==> src/sv/pdds_pkg.sv <==
// Shared types and constants for the press duration delay setter.
package pdds_pkg;

  localparam int unsigned CountW = 16;
  localparam int unsigned DelayW = 8;

  localparam logic [CountW-1:0] HOLD_TICKS_RESET   = CountW'(40);
  localparam logic [DelayW-1:0] STORED_DELAY_RESET = DelayW'(5);
  localparam logic [CountW-1:0] COUNT_MAX          = '1;

  typedef struct packed {
    logic              release_fire;
    logic [DelayW-1:0] delay_seconds;
    logic              setting_led;
  } pdds_result_t;

endpackage

==> src/sv/pdds_in_if.sv <==
// Input channel: one sampled button level per transaction.
interface pdds_in_if;
  logic valid;
  logic ready;
  logic button_pressed;

  modport source (output valid, output button_pressed, input ready);
  modport sink   (input valid, input button_pressed, output ready);
endinterface

==> src/sv/pdds_out_if.sv <==
// Output channel: one classification result per transaction.
interface pdds_out_if;
  logic       valid;
  logic       ready;
  logic       release_fire;
  logic [7:0] delay_seconds;
  logic       setting_led;

  modport source (output valid, output release_fire, output delay_seconds,
                  output setting_led, input ready);
  modport sink   (input valid, input release_fire, input delay_seconds,
                  input setting_led, output ready);
endinterface

==> src/sv/pdds_in_reg.sv <==
// Input register stage holding one accepted button sample.
module pdds_in_reg (
  input  logic     clk_i,
  input  logic     rst_ni,
  pdds_in_if.sink  in_i,
  input  logic     advance_i,
  output logic     valid_o,
  output logic     level_o
);

  logic valid_q, valid_d;
  logic level_q;

  // Take a new sample when empty or when the held one moves on
  assign in_i.ready = !valid_q || advance_i;

  always_comb begin
    valid_d = valid_q;
    if (in_i.ready) begin
      valid_d = in_i.valid;
    end
  end

  always_ff @(posedge clk_i or negedge rst_ni) begin
    if (!rst_ni) begin
      valid_q <= 1'b0;
    end else begin
      valid_q <= valid_d;
    end
  end

  always_ff @(posedge clk_i) begin
    if (in_i.ready && in_i.valid) begin
      level_q <= in_i.button_pressed;
    end
  end

  assign valid_o = valid_q;
  assign level_o = level_q;

endmodule

==> src/sv/pdds_core.sv <==
// Press classifier state and per-sample update logic.
module pdds_core (
  input  logic                       clk_i,
  input  logic                       rst_ni,
  input  logic                       step_i,
  input  logic                       level_i,
  input  logic [15:0]                hold_ticks_i,
  output pdds_pkg::pdds_result_t     result_o
);
  import pdds_pkg::*;

  logic              prev_q, prev_d;
  logic [CountW-1:0] count_q, count_d;
  logic              mode_q, mode_d;
  logic [DelayW-1:0] pend_q, pend_d;
  logic [DelayW-1:0] stored_q, stored_d;

  logic release_edge;
  logic long_held;
  logic fire;
  logic enter;

  assign release_edge = prev_q && !level_i;
  assign long_held    = (count_q >= hold_ticks_i);
  assign fire         = release_edge && !mode_q && !long_held;
  assign enter        = release_edge && !mode_q && long_held;

  // Compute the state after this sample
  always_comb begin
    prev_d   = level_i;
    count_d  = count_q;
    mode_d   = mode_q;
    pend_d   = pend_q;
    stored_d = stored_q;
    if (fire) begin
      count_d = '0;
      pend_d  = '0;
    end else begin
      if (enter) begin
        mode_d = 1'b1;
        pend_d = '0;
      end else if (release_edge) begin
        pend_d = pend_q + DelayW'(1);
      end
      // Restart on a level change, otherwise count up and saturate
      if (prev_q != level_i) begin
        count_d = '0;
      end else if (count_q != COUNT_MAX) begin
        count_d = count_q + CountW'(1);
      end
      // Leave setting mode after a long steady level
      if (mode_d && (count_d >= hold_ticks_i)) begin
        mode_d   = 1'b0;
        stored_d = pend_d;
      end
    end
  end

  always_ff @(posedge clk_i or negedge rst_ni) begin
    if (!rst_ni) begin
      prev_q   <= 1'b0;
      count_q  <= '0;
      mode_q   <= 1'b0;
      pend_q   <= '0;
      stored_q <= STORED_DELAY_RESET;
    end else if (step_i) begin
      prev_q   <= prev_d;
      count_q  <= count_d;
      mode_q   <= mode_d;
      pend_q   <= pend_d;
      stored_q <= stored_d;
    end
  end

  assign result_o.release_fire  = fire;
  assign result_o.delay_seconds = stored_d;
  assign result_o.setting_led   = mode_d;

endmodule

==> src/sv/pdds_out_reg.sv <==
// Result register driving the output channel.
module pdds_out_reg (
  input  logic                   clk_i,
  input  logic                   rst_ni,
  input  logic                   load_i,
  input  pdds_pkg::pdds_result_t result_i,
  output logic                   ready_o,
  pdds_out_if.source             out_o
);
  import pdds_pkg::*;

  logic         valid_q, valid_d;
  pdds_result_t result_q;

  // Accept a new result when empty or when the held one is taken
  assign ready_o = !valid_q || out_o.ready;

  always_comb begin
    valid_d = valid_q;
    if (ready_o) begin
      valid_d = load_i;
    end
  end

  always_ff @(posedge clk_i or negedge rst_ni) begin
    if (!rst_ni) begin
      valid_q <= 1'b0;
    end else begin
      valid_q <= valid_d;
    end
  end

  always_ff @(posedge clk_i) begin
    if (ready_o && load_i) begin
      result_q <= result_i;
    end
  end

  assign out_o.valid         = valid_q;
  assign out_o.release_fire  = result_q.release_fire;
  assign out_o.delay_seconds = result_q.delay_seconds;
  assign out_o.setting_led   = result_q.setting_led;

endmodule

==> src/sv/press_duration_delay_setter.sv <==
// Top level of the press duration delay setter.
//
// Feed one sampled button level per tick on in_i (valid/ready); each accepted
// transaction yields exactly one result transaction on out_o carrying
// release_fire, the stored delay_seconds and setting_led.
// hold_ticks is written through cfg_we_i/cfg_wdata_i; the user must write it only
// while the block is idle, which the block itself does not enforce; it resets to 40.
// A sample is registered in the input register at acceptance, classified while
// it is held there, and its result is registered in the result register once
// that has room. Throughput: one transaction per cycle while out_o does not
// stall, set by the single state update each sample makes in the classifier.
// Reset clears both pipeline registers, the press state and the pending
// count, and loads the stored delay with 5.
// When the receiver stalls, the result register holds its transaction, the
// input register holds one more sample, and in_i.ready then drops until the
// output drains. No transaction is lost or repeated.
module press_duration_delay_setter (
  input  logic        clk_i,
  input  logic        rst_ni,
  input  logic        cfg_we_i,
  input  logic [15:0] cfg_wdata_i,
  pdds_in_if.sink     in_i,
  pdds_out_if.source  out_o
);
  import pdds_pkg::*;

  logic [CountW-1:0] hold_ticks_q;
  logic              stage_valid;
  logic              stage_level;
  logic              out_ready;
  logic              advance;
  pdds_result_t      result;

  // Hold the configuration register
  always_ff @(posedge clk_i or negedge rst_ni) begin
    if (!rst_ni) begin
      hold_ticks_q <= HOLD_TICKS_RESET;
    end else if (cfg_we_i) begin
      hold_ticks_q <= cfg_wdata_i;
    end
  end

  // Move a sample forward when the result register has room
  assign advance = stage_valid && out_ready;

  pdds_in_reg u_in_reg (
    .clk_i     (clk_i),
    .rst_ni    (rst_ni),
    .in_i      (in_i),
    .advance_i (advance),
    .valid_o   (stage_valid),
    .level_o   (stage_level)
  );

  pdds_core u_core (
    .clk_i        (clk_i),
    .rst_ni       (rst_ni),
    .step_i       (advance),
    .level_i      (stage_level),
    .hold_ticks_i (hold_ticks_q),
    .result_o     (result)
  );

  pdds_out_reg u_out_reg (
    .clk_i    (clk_i),
    .rst_ni   (rst_ni),
    .load_i   (advance),
    .result_i (result),
    .ready_o  (out_ready),
    .out_o    (out_o)
  );

  // A firing press never happens inside setting mode
  assert property (@(posedge clk_i) disable iff (!rst_ni)
    out_o.valid |-> !(out_o.release_fire && out_o.setting_led))
    else $error("release fired while setting mode is active");

  // A classified sample always lands in the result register
  assert property (@(posedge clk_i) disable iff (!rst_ni)
    advance |=> out_o.valid)
    else $error("classified sample lost before the output");

  // A waiting sample stays while the output is stalled
  assert property (@(posedge clk_i) disable iff (!rst_ni)
    (stage_valid && !out_ready) |=> (stage_valid && $stable(stage_level)))
    else $error("input register dropped a sample during a stall");

endmodule

==> src/flat_wrapper.sv <==
// flat-port wrapper written by rule: the top's interface ports become plain ports
module press_duration_delay_setter_flat import pdds_pkg::*;
  (clk_i, rst_ni, cfg_we_i, cfg_wdata_i, in_i_valid, in_i_button_pressed, in_i_ready, out_o_valid, out_o_release_fire, out_o_delay_seconds, out_o_setting_led, out_o_ready);
  pdds_in_if in_i_i ();
  pdds_out_if out_o_i ();
  input  logic clk_i;
  input  logic rst_ni;
  input  logic cfg_we_i;
  input  logic [15:0] cfg_wdata_i;
  input wire logic [$bits(in_i_i.valid)-1:0] in_i_valid;
  input wire logic [$bits(in_i_i.button_pressed)-1:0] in_i_button_pressed;
  output wire logic [$bits(in_i_i.ready)-1:0] in_i_ready;
  output wire logic [$bits(out_o_i.valid)-1:0] out_o_valid;
  output wire logic [$bits(out_o_i.release_fire)-1:0] out_o_release_fire;
  output wire logic [$bits(out_o_i.delay_seconds)-1:0] out_o_delay_seconds;
  output wire logic [$bits(out_o_i.setting_led)-1:0] out_o_setting_led;
  input wire logic [$bits(out_o_i.ready)-1:0] out_o_ready;
  assign in_i_i.valid = in_i_valid;
  assign in_i_i.button_pressed = in_i_button_pressed;
  assign in_i_ready = in_i_i.ready;
  assign out_o_valid = out_o_i.valid;
  assign out_o_release_fire = out_o_i.release_fire;
  assign out_o_delay_seconds = out_o_i.delay_seconds;
  assign out_o_setting_led = out_o_i.setting_led;
  assign out_o_i.ready = out_o_ready;
  press_duration_delay_setter u_core (.clk_i(clk_i), .rst_ni(rst_ni), .cfg_we_i(cfg_we_i), .cfg_wdata_i(cfg_wdata_i), .in_i(in_i_i), .out_o(out_o_i));
endmodule
==> config.mk <==
export PLATFORM = sky130hd
export DESIGN_NAME = press_duration_delay_setter_flat
export DESIGN_NICKNAME = d
export VERILOG_FILES = /design/src/sv/pdds_pkg.sv /design/src/sv/pdds_in_if.sv /design/src/sv/pdds_out_if.sv /design/src/sv/pdds_in_reg.sv /design/src/sv/pdds_core.sv /design/src/sv/pdds_out_reg.sv /design/src/sv/press_duration_delay_setter.sv /design/src/flat_wrapper.sv
export SDC_FILE = /design/constraint.sdc
export NUM_CORES = 1
export LEC_CHECK = 0
export BUFFER_PORTS_ARGS = -buffer_cell sky130_fd_sc_hd__buf_2
export CAP_MARGIN = 20
export CORE_MARGIN = 1.5
export CORE_UTILIZATION = 45
export DETAILED_ROUTE_END_ITERATION = 16
export PLACE_DENSITY = 0.74
export SETUP_SLACK_MARGIN = 0.4
export SYNTH_ARGS = -nofsm -noshare
export SYNTH_HDL_FRONTEND = slang
export SYNTH_SLANG_ARGS = --single-unit
export TNS_END_PERCENT = 30
==> constraint.sdc <==
create_clock -name clk_i -period 7.8 [get_ports clk_i]
set_input_delay 0.78 -clock clk_i [delete_from_list [all_inputs] [get_ports clk_i]]
set_output_delay 0.78 -clock clk_i [all_outputs]
set_load 0.05 [all_outputs]
Word-level counts from Yosys, hierarchy flattened
Cells that the tools add are included.
{"block": "totals", "in_bits": 22, "ram_bits": 0, "latchBits": 0, "out_inout_bits": 12, "wordCells": 46, "ff_bits": 63, "rom_bits": 0, "n_memories": 0}
{"block": "op_classes", "reduce_logical": 15, "magnitude_cmp": 2, "n_bitwise": 0, "div_mod_pow": 0, "n_eq_ne": 2, "mux": 13, "add_sub_neg": 2, "shifts": 0, "multipliers": 0}
{"cell": "16-bit 2-to-1 mux", "count": 4}
{"cell": "8-bit 2-to-1 mux", "count": 5}
{"cell": "16-bit >= comparator", "count": 2}
{"cell": "16-bit by 1-bit adder with 16-bit output (second input constant)", "count": 1}
{"cell": "16-bit inequality test (second input constant)", "count": 1}
{"cell": "8-bit by 1-bit adder with 8-bit output (second input constant)", "count": 1}
{"cell": "1-bit logical AND", "count": 8}
{"cell": "1-bit logical NOT", "count": 5}
{"cell": "1-bit 2-to-1 mux", "count": 4}
{"cell": "1-bit logical OR", "count": 2}
{"cell": "1-bit inequality test", "count": 1}

Depth between registers and ports, before layout
Gate-level depths: netlist of run 1.
{"block": "logic_depth", "ltp_word": 9, "mapped_depth": 14, "ltp_nobuf": 14}

Cells and area by module
A second synthesis of run 1 with hierarchy kept.
{"block": "unflattened", "hier_cells": 392, "hier_area_um2": 4047.6}
{"mod": "pdds_core", "area_per_inst_um2": 2951.6, "n_inst": 1, "cells_per_inst": 338, "seq_area_each_um2": 853.3}
{"mod": "press_duration_delay_setter", "area_per_inst_um2": 658.1, "n_inst": 1, "cells_per_inst": 35, "seq_area_each_um2": 402.9}
{"mod": "pdds_out_reg", "area_per_inst_um2": 354.1, "n_inst": 1, "cells_per_inst": 14, "seq_area_each_um2": 325.3}
{"mod": "pdds_in_reg", "area_per_inst_um2": 83.8, "n_inst": 1, "cells_per_inst": 5, "seq_area_each_um2": 55.1}

Least setup slack after synthesis of run 1
OpenSTA, ideal clock, no wires.
{"block": "synth_timing", "path_kind": "reg-to-reg", "startpoint": "register u_core.u_core.count_q[0]", "endpoint": "register u_core.u_out_reg.result_q, in the netlist u_core.u_out_reg.out_o.delay_seconds[0] (data pin)", "setup_time_ns": 0.261, "synth_period_minus_slack_ns": 3.307, "t_arrival_ns": 3.046, "path_stages_with_launch": 14, "setup_slack_ns": 4.493, "required_ns": 7.539, "path_buffers": 0, "cell_sequence": "dfrtp_1 > ha_1 > nand2_1 > nor4_1 > nand3_1 > mux2i_1 > nor2_1 > ha_1 > o21ai_0 > nor2_1 > a2111oi_2 > o21ai_0 > nand2_1 > o2bb2a_1"}
{"element": "start, declared", "line": "pdds_core.sv:13", "source": "logic [CountW-1:0] count_q, count_d;"}
{"element": "start signal, assigned", "line": "pdds_core.sv:68", "source": "count_q <= count_d;"}
{"element": "end signal, assigned", "line": "pdds_out_reg.sv:35", "source": "result_q <= result_i;"}
{"element": "end, declared", "line": "pdds_out_reg.sv:13", "source": "pdds_result_t result_q;"}

==> results of run 1 <==
## per-stage QoR
step,cell area [um2],utilization
after floorplan,3902,-
after global placement,4160,0.5013
after detailed placement,4160,0.5013
after CTS,4357,0.5250
after global routing,4357,0.5250
final,4357,0.5250
## registers in the layout (all words and copies together) (netlist names), 8 cells and up
| register | flops |
|---|---|
| u_core.hold_ticks_q | 16 |
| u_core.u_core.count_q | 16 |
| u_core.u_core.pend_q | 8 |
| u_core.u_core.stored_q | 8 |
| u_core.u_out_reg.out_o.delay_seconds | 8 |
## worst paths after layout
kind	slack, ns	cells past startpoint	end
max in group asynchronous	6.79	2	u_core.u_core.pend_q[3]$_DFFE_PN0P_
max	3.67	13	u_core.u_out_reg.out_o.delay_seconds[6]$_DFFE_PP_
min in group asynchronous	0.56	2	u_core.u_core.count_q[9]$_DFFE_PN0P_
min	0.50	1	u_core.u_core.stored_q[7]$_DFFE_PN0P_
min reg2reg	0.50	1	u_core.u_core.stored_q[7]$_DFFE_PN0P_
max reg2reg	3.67	13	u_core.u_out_reg.out_o.delay_seconds[6]$_DFFE_PP_
## report_power, final
group	internal [uW]	total (uW)	switching [uW]
clock network	148	287	139
logic	50.3	150	99.9
registers	354	370	16.0
## cell families after synthesis
family	count (synthesis)	synth area share
buffers and inverters	39	0.03975
muxes	6	0.01571
xor gates and xnor gates	13	0.02918
DFF	63	0.4194
adders and majority gates	35	0.1122
and+or+nand+nor	147	0.1831
AOI/OAI and AO/OA	103	0.2007
## area by class of cell
class,count,area share
clock inverters,7,0.01666
inverters,27,0.02326
repair buffers,35,0.04136
well taps,105,0.03016
multi-input cells,304,0.4845
flip-flops and latches,63,0.3756
clock buffers,9,0.02843
## cell usage after synthesis, drive strengths merged, types with 2 or more instances
cell type	n
clkbuf	10
nand3b	2
dfrtp	48
and4	5
a21o	5
o21a	5
and3	5
a22o	7
xnor2	5
a2111oi	2
nand2b	9
a32o	2
nor2	28
nand2	60
o2111ai	4
edfxtp	11
nor3	5
a311oi	2
o211ai	2
o2bb2ai	9
nand4	9
inv	27
xor2	8
o41ai	6
dfstp	4
and2	3
buf	2
o31ai	3
a211oi	3
nor4	2
ha	35
a21oi	10
o21ai	34
mux2i	5
nand3	14
## routing by layer
layer / up-vias / routed length [um] / global-route usage
li1: 1547 / - / -
met1: 1508 / 3900 / 0.2730
met2: 106 / 3917 / 0.3398
met3: 26 / 412 / 0.03949
met4: 0 / 262 / 0.09681
met5: - / 0 / 0
## worst max-delay path, cell delays in order (launching register included)
cell and delay (ns):
dfrtp_1 0.43, ha_1 0.26, nand2_1 0.17, nor4_1 0.56, nand3_1 0.20, mux2i_1 0.26, nor2_1 0.07, ha_1 0.33
nand4_1 0.13, nor2_1 0.12, o2111ai_1 0.15, o21ai_0 0.54, o211ai_1 0.43, o2bb2ai_1 0.24
==> metrics.cfg, run 1 <==
[synthesis]
synth_edf_count=11
ys_ff_latch=63
syn_area_um2=3902
synthFlopType=dfrtp_1
yosysWarnings=0
netlist_instances=406
avgSynthCellArea_um2=9.612
ys_async_sr_fraction=0.8254
synthTopCellsByArea=dfrtp_1 31%, ha_1 11%, edfxtp_1 8.5%
synth_top_area_share=0.3078
synth_top_area_cell=dfrtp_1
synth_seq_area_share=0.4194
synth.distinct_cells=61
synth_fp_nets=463

[placed_design]
port_buffers=33
dp_cells=534
dp_hpwl_mm=6.192
gp_congestion=0.9194
place_ws_ns=3.798

[pwr]
power.leakage_uw=0.002012
ir_drop_uv=111.1
power_uw=807.8
p_per_area_nw_per_um2=185.4

[die]
die_w_um=96.13
initial_core_util=0.4702
chipHeight_um=96.13
coreArea_um2=8299
io_pins=34
rows=33
dieArea_um2=9240

[route]
postRouteAntennaNets=0
num_vias=3187
finalWirelength_mm=8.493
drt_iter0_markers=272
drc=0
avgRoutedWirePerCell_um=15.44
firstDrtPassIters=5
via_per_inst=5.795

[setup_path]
worstSetupPathType=flop to flop
critPathLaunch=u_core.u_core.count_q[1]$_DFFE_PN0P_
path_max_fanout=7
end_kind=flop
worstReg2RegStart=u_core.u_core.count_q[1]$_DFFE_PN0P_
required_ns=7.89
start_kind=flop
cp_data_arrival_time_ns=4.22

[global_route]
grt_max_degree=53
antenna_found_initial=0
grt_usage=0.2106
grt_first_pass_wirelength_mm=14.77
grt_pass1_vias=3168
gr-total-overflow=0

[clock_tree]
cts.path.max_buffers=2
cts_sinks=63
root_buffer=clkbuf_8
clk_pin_slew_ns=0.08
post_cts_buffers=0
cts_buffers=9
clock_latency_ns=0.34
cts_tree=done
ctsHoldBuffers=0
post_cts_resized=0
cts_max_level=3

[sta]
fin_ws_ns=3.672
holdWs_ns=0.4959
slew-limit-headroom=0.4439
hold_viol=0
grt_setup_unrepaired=false
setup_violations=0
timing.fmax_mhz=242.2
layout_min_cycle_time_ns=4.128
maxSlewViolCount=0
skew_ns=0.007143
tightest_slew_ns=0.8332
timing.setup.tns_ns=0
period_share=0.5292

[layout]
final_layout_size_suffix_gt1_frac=0.1573
num_antenna_cells=0
mostFrequentLayoutCells=60 x nand2_1, 48 x dfrtp_1, 35 x ha_1, 33 x buf_2, 32 x o21ai_0
register_area_um2=1637
fin_cells=550
nFillCells=733
nets=497
multi_input_area_um2=2111
final_common_cell=nand2_1
area_delta_synth_final_pct=11.64

[run_status]
outcome=finished clean

[run]
drv_cap=0

[min_path]
min-delay-start=u_core.u_core.stored_q[7]$_DFFE_PN0P_
hold_path_class=flop to flop

No activity file was read; power rests on OpenSTA's default activity.
==> run 2, diff against run 1 <==
PLACE_DENSITY = 0.76   (was 0.74)
clock period = 3.6 ns   (was 7.8 ns; I/O delays follow)
==> run 2 against run 1 <==
Flip-flop and latch count is the same. Critical path depth shrank 2. Global-route usage grew 1.9 points. Via count grew 5.9%. Die area is the same. Largest cell class unchanged. Largest power group unchanged.
==> metrics.cfg, run 2 (synthesis gave the netlist of run 1 again) <==
[route]
met3_length_um=454  ; +10%
wl_met1_mm=4.187  ; +7.4%
top_layer=met4
postRouteAntennaNets=0  ; unchanged
drt_iter0_markers=226  ; -17%
route.met2.wl_mm=4.845  ; +24%
num_vias=3376  ; +5.9%
drc=0  ; unchanged
firstDrtPassIters=5  ; unchanged
via_per_inst=5.811  ; +0.28%
avgRoutedWirePerCell_um=16.78  ; +8.7%
finalWirelength_mm=9.751  ; +15%

[min_path]
hold_depth=1  ; unchanged
hold_path_class=input pin to flop

[layout]
nets=528  ; +6.2%
nFillCells=698  ; -4.8%
mostFrequentLayoutCells=58 x nand2_1, 38 x dfrtp_1, 33 x ha_1, 33 x buf_2, 32 x buf_4
reg_top3=u_core.hold_ticks_q: 16 flops, u_core.u_core.count_q: 16 flops
multi_input_area_um2=2257  ; +6.9%
register_area_um2=1649  ; +0.76%
final_common_cell=nand2_1
num_antenna_cells=0  ; unchanged
final_layout_size_suffix_gt1_frac=0.2689  ; +0.1116
area_delta_synth_final_pct=21.55
fin_util=0.5715  ; +0.04659

[run]
drv_cap=0  ; unchanged

[die]
rows=33  ; unchanged
initial_core_util=0.4702  ; unchanged
coreArea_um2=8299  ; unchanged
io_pins=34  ; unchanged
die_w_um=96.13  ; unchanged
dieArea_um2=9240  ; unchanged
chipHeight_um=96.13  ; unchanged

[sta]
grt_setup_unrepaired=true
timing.fmax_mhz=313.6  ; +29%
tightest_slew_ns=0.9091  ; +0.07584 ns
setup_violations=0  ; unchanged
fin_ws_ns=0.4108  ; -3.261 ns
slew-limit-headroom=0.3933  ; -0.05062
layout_min_cycle_time_ns=3.189  ; -0.9388 ns
skew_ns=0.01093  ; +0.003792 ns
period_share=0.8859  ; +0.3567
hold_viol=0  ; unchanged
maxSlewViolCount=0  ; unchanged

[run_status]
outcome=finished clean

[clock_tree]
cts_tree=done
cts_sinks=63  ; unchanged
cts_max_level=3  ; unchanged
cts_buffers=9  ; unchanged
root_buffer=clkbuf_8
cts.path.max_buffers=2  ; unchanged
clk_pin_slew_ns=0.08  ; about the same
clock_latency_ns=0.36  ; +0.02 ns

[placed_design]
dp_hpwl_mm=6.645  ; +7.3%
port_buffers=33  ; unchanged
gp_congestion=0.9095  ; -1.1%
place_ws_ns=-0.004610  ; -3.803 ns

[global_route]
grt_max_degree=36  ; -32%
gr-total-overflow=0  ; unchanged
grt_first_pass_wirelength_mm=16.08  ; +8.9%
grt_pass1_vias=3336  ; +5.3%
grt_usage=0.2301  ; +0.01947
antenna_found_initial=0  ; unchanged

[setup_path]
r2r_cells=11  ; -2
worstSetupPathType=flop to flop
start_kind=flop
required_ns=3.71  ; -4.18 ns
end_kind=flop
cp_data_arrival_time_ns=3.30  ; -0.92 ns
path_max_fanout=7  ; unchanged

[pwr]
power.leakage_uw=0.002204  ; +9.5%
ir_drop_uv=176.7  ; +59%
p_per_area_nw_per_um2=384.4  ; +110%

-- run 2: cell types whose count changed in the layout (fill, tap and decap cells not counted), sizes merged --
cell	before	now
clkinv	3	4
clkbuf	9	10
dlygate4sd3	0	1
clkinvlp	2	1
buf	35	65
inv	28	27
-- run 2: metal layers --
layer | up-vias | GRT usage
li1 | 1614 | -
met1 | 1636 | 0.2904
met2 | 103 | 0.3850
met3 | 23 | 0.02607
met4 | 0 | 0.1225
met5 | - | 0
-- run 2: critical path: stages (launching register included) --
cell and delay (ns):
dfrtp_2 0.44, and4_4 0.26, and4_4 0.26, nand2_2 0.09, o311a_1 0.38, ha_1 0.32, nand4_1 0.17, nor2_1 0.17
o2111ai_2 0.16, buf_4 0.17, o21a_2 0.23, o2bb2a_1 0.29
-- run 2: area by class of cell --
| type | instances | share of cell area |
|---|---|---|
| Multi-Input combinational cell | 304 | 0.4759 |
| Sequential cell | 63 | 0.3477 |
| Inverter | 27 | 0.02137 |
| Clock buffer | 10 | 0.02691 |
| Timing Repair Buffer | 66 | 0.08758 |
| Tap cell | 105 | 0.02770 |
| Clock inverter | 6 | 0.01293 |
-- run 2: metrics by stage --
step           power [uW]  cell area [um2]  cells  setup TNS [ns]  hold slack (ns)
2_1_floorplan        1046             3909    406               0          0.06441
3_3_place_gp         1132             4234    543               0           0.3270
3_5_place_dp         1143             4234    543        -0.01659           0.3554
4_1_cts              1789             4587    568               0           0.1731
5_1_grt              1902             4743    581               0           0.1909
6_report             1823             4743    581               0           0.1816
-- run 2: timing repair --
action | in CTS | in global routing
pin swaps | 12 | 10
endpoints found under the setup margin | 16 | 17
resized for setup | 19 | 18
hold endpoints to repair | 18 | 0
setup buffers | 8 | 13
hold buffers | 1 | 0
-- run 2: path summary, 6_finish.rpt --
| check | from | to | slack (ns) |
|---|---|---|---|
| max | u_core.u_core.count_q[8]$_DFFE_PN0P_ | u_core.u_out_reg.out_o.delay_seconds[0]$_DFFE_PP_ | 0.41 |
| max reg2reg | u_core.u_core.count_q[8]$_DFFE_PN0P_ | u_core.u_out_reg.out_o.delay_seconds[0]$_DFFE_PP_ | 0.41 |
| min in group asynchronous | rst_ni | u_core.hold_ticks_q[15]$_DFFE_PN0P_ | 0.49 |
| max in group asynchronous | rst_ni | u_core.u_core.stored_q[2]$_DFFE_PN1P_ | 2.26 |
| min reg2reg | u_core.u_core.prev_q$_DFFE_PN0P_ | u_core.u_core.prev_q$_DFFE_PN0P_ | 0.49 |
| min | in_i_button_pressed | u_core.u_in_reg.level_o$_DFFE_PP_ | 0.18 |
-- run 2: report_power, final --
group | internal (uW) | switching, uW | leakage [uW] | total (uW)
registers | 770 | 33.2 | 0.000767 | 803
clock network | 317 | 302 | 0.0000960 | 620
logic | 152 | 249 | 0.00134 | 401
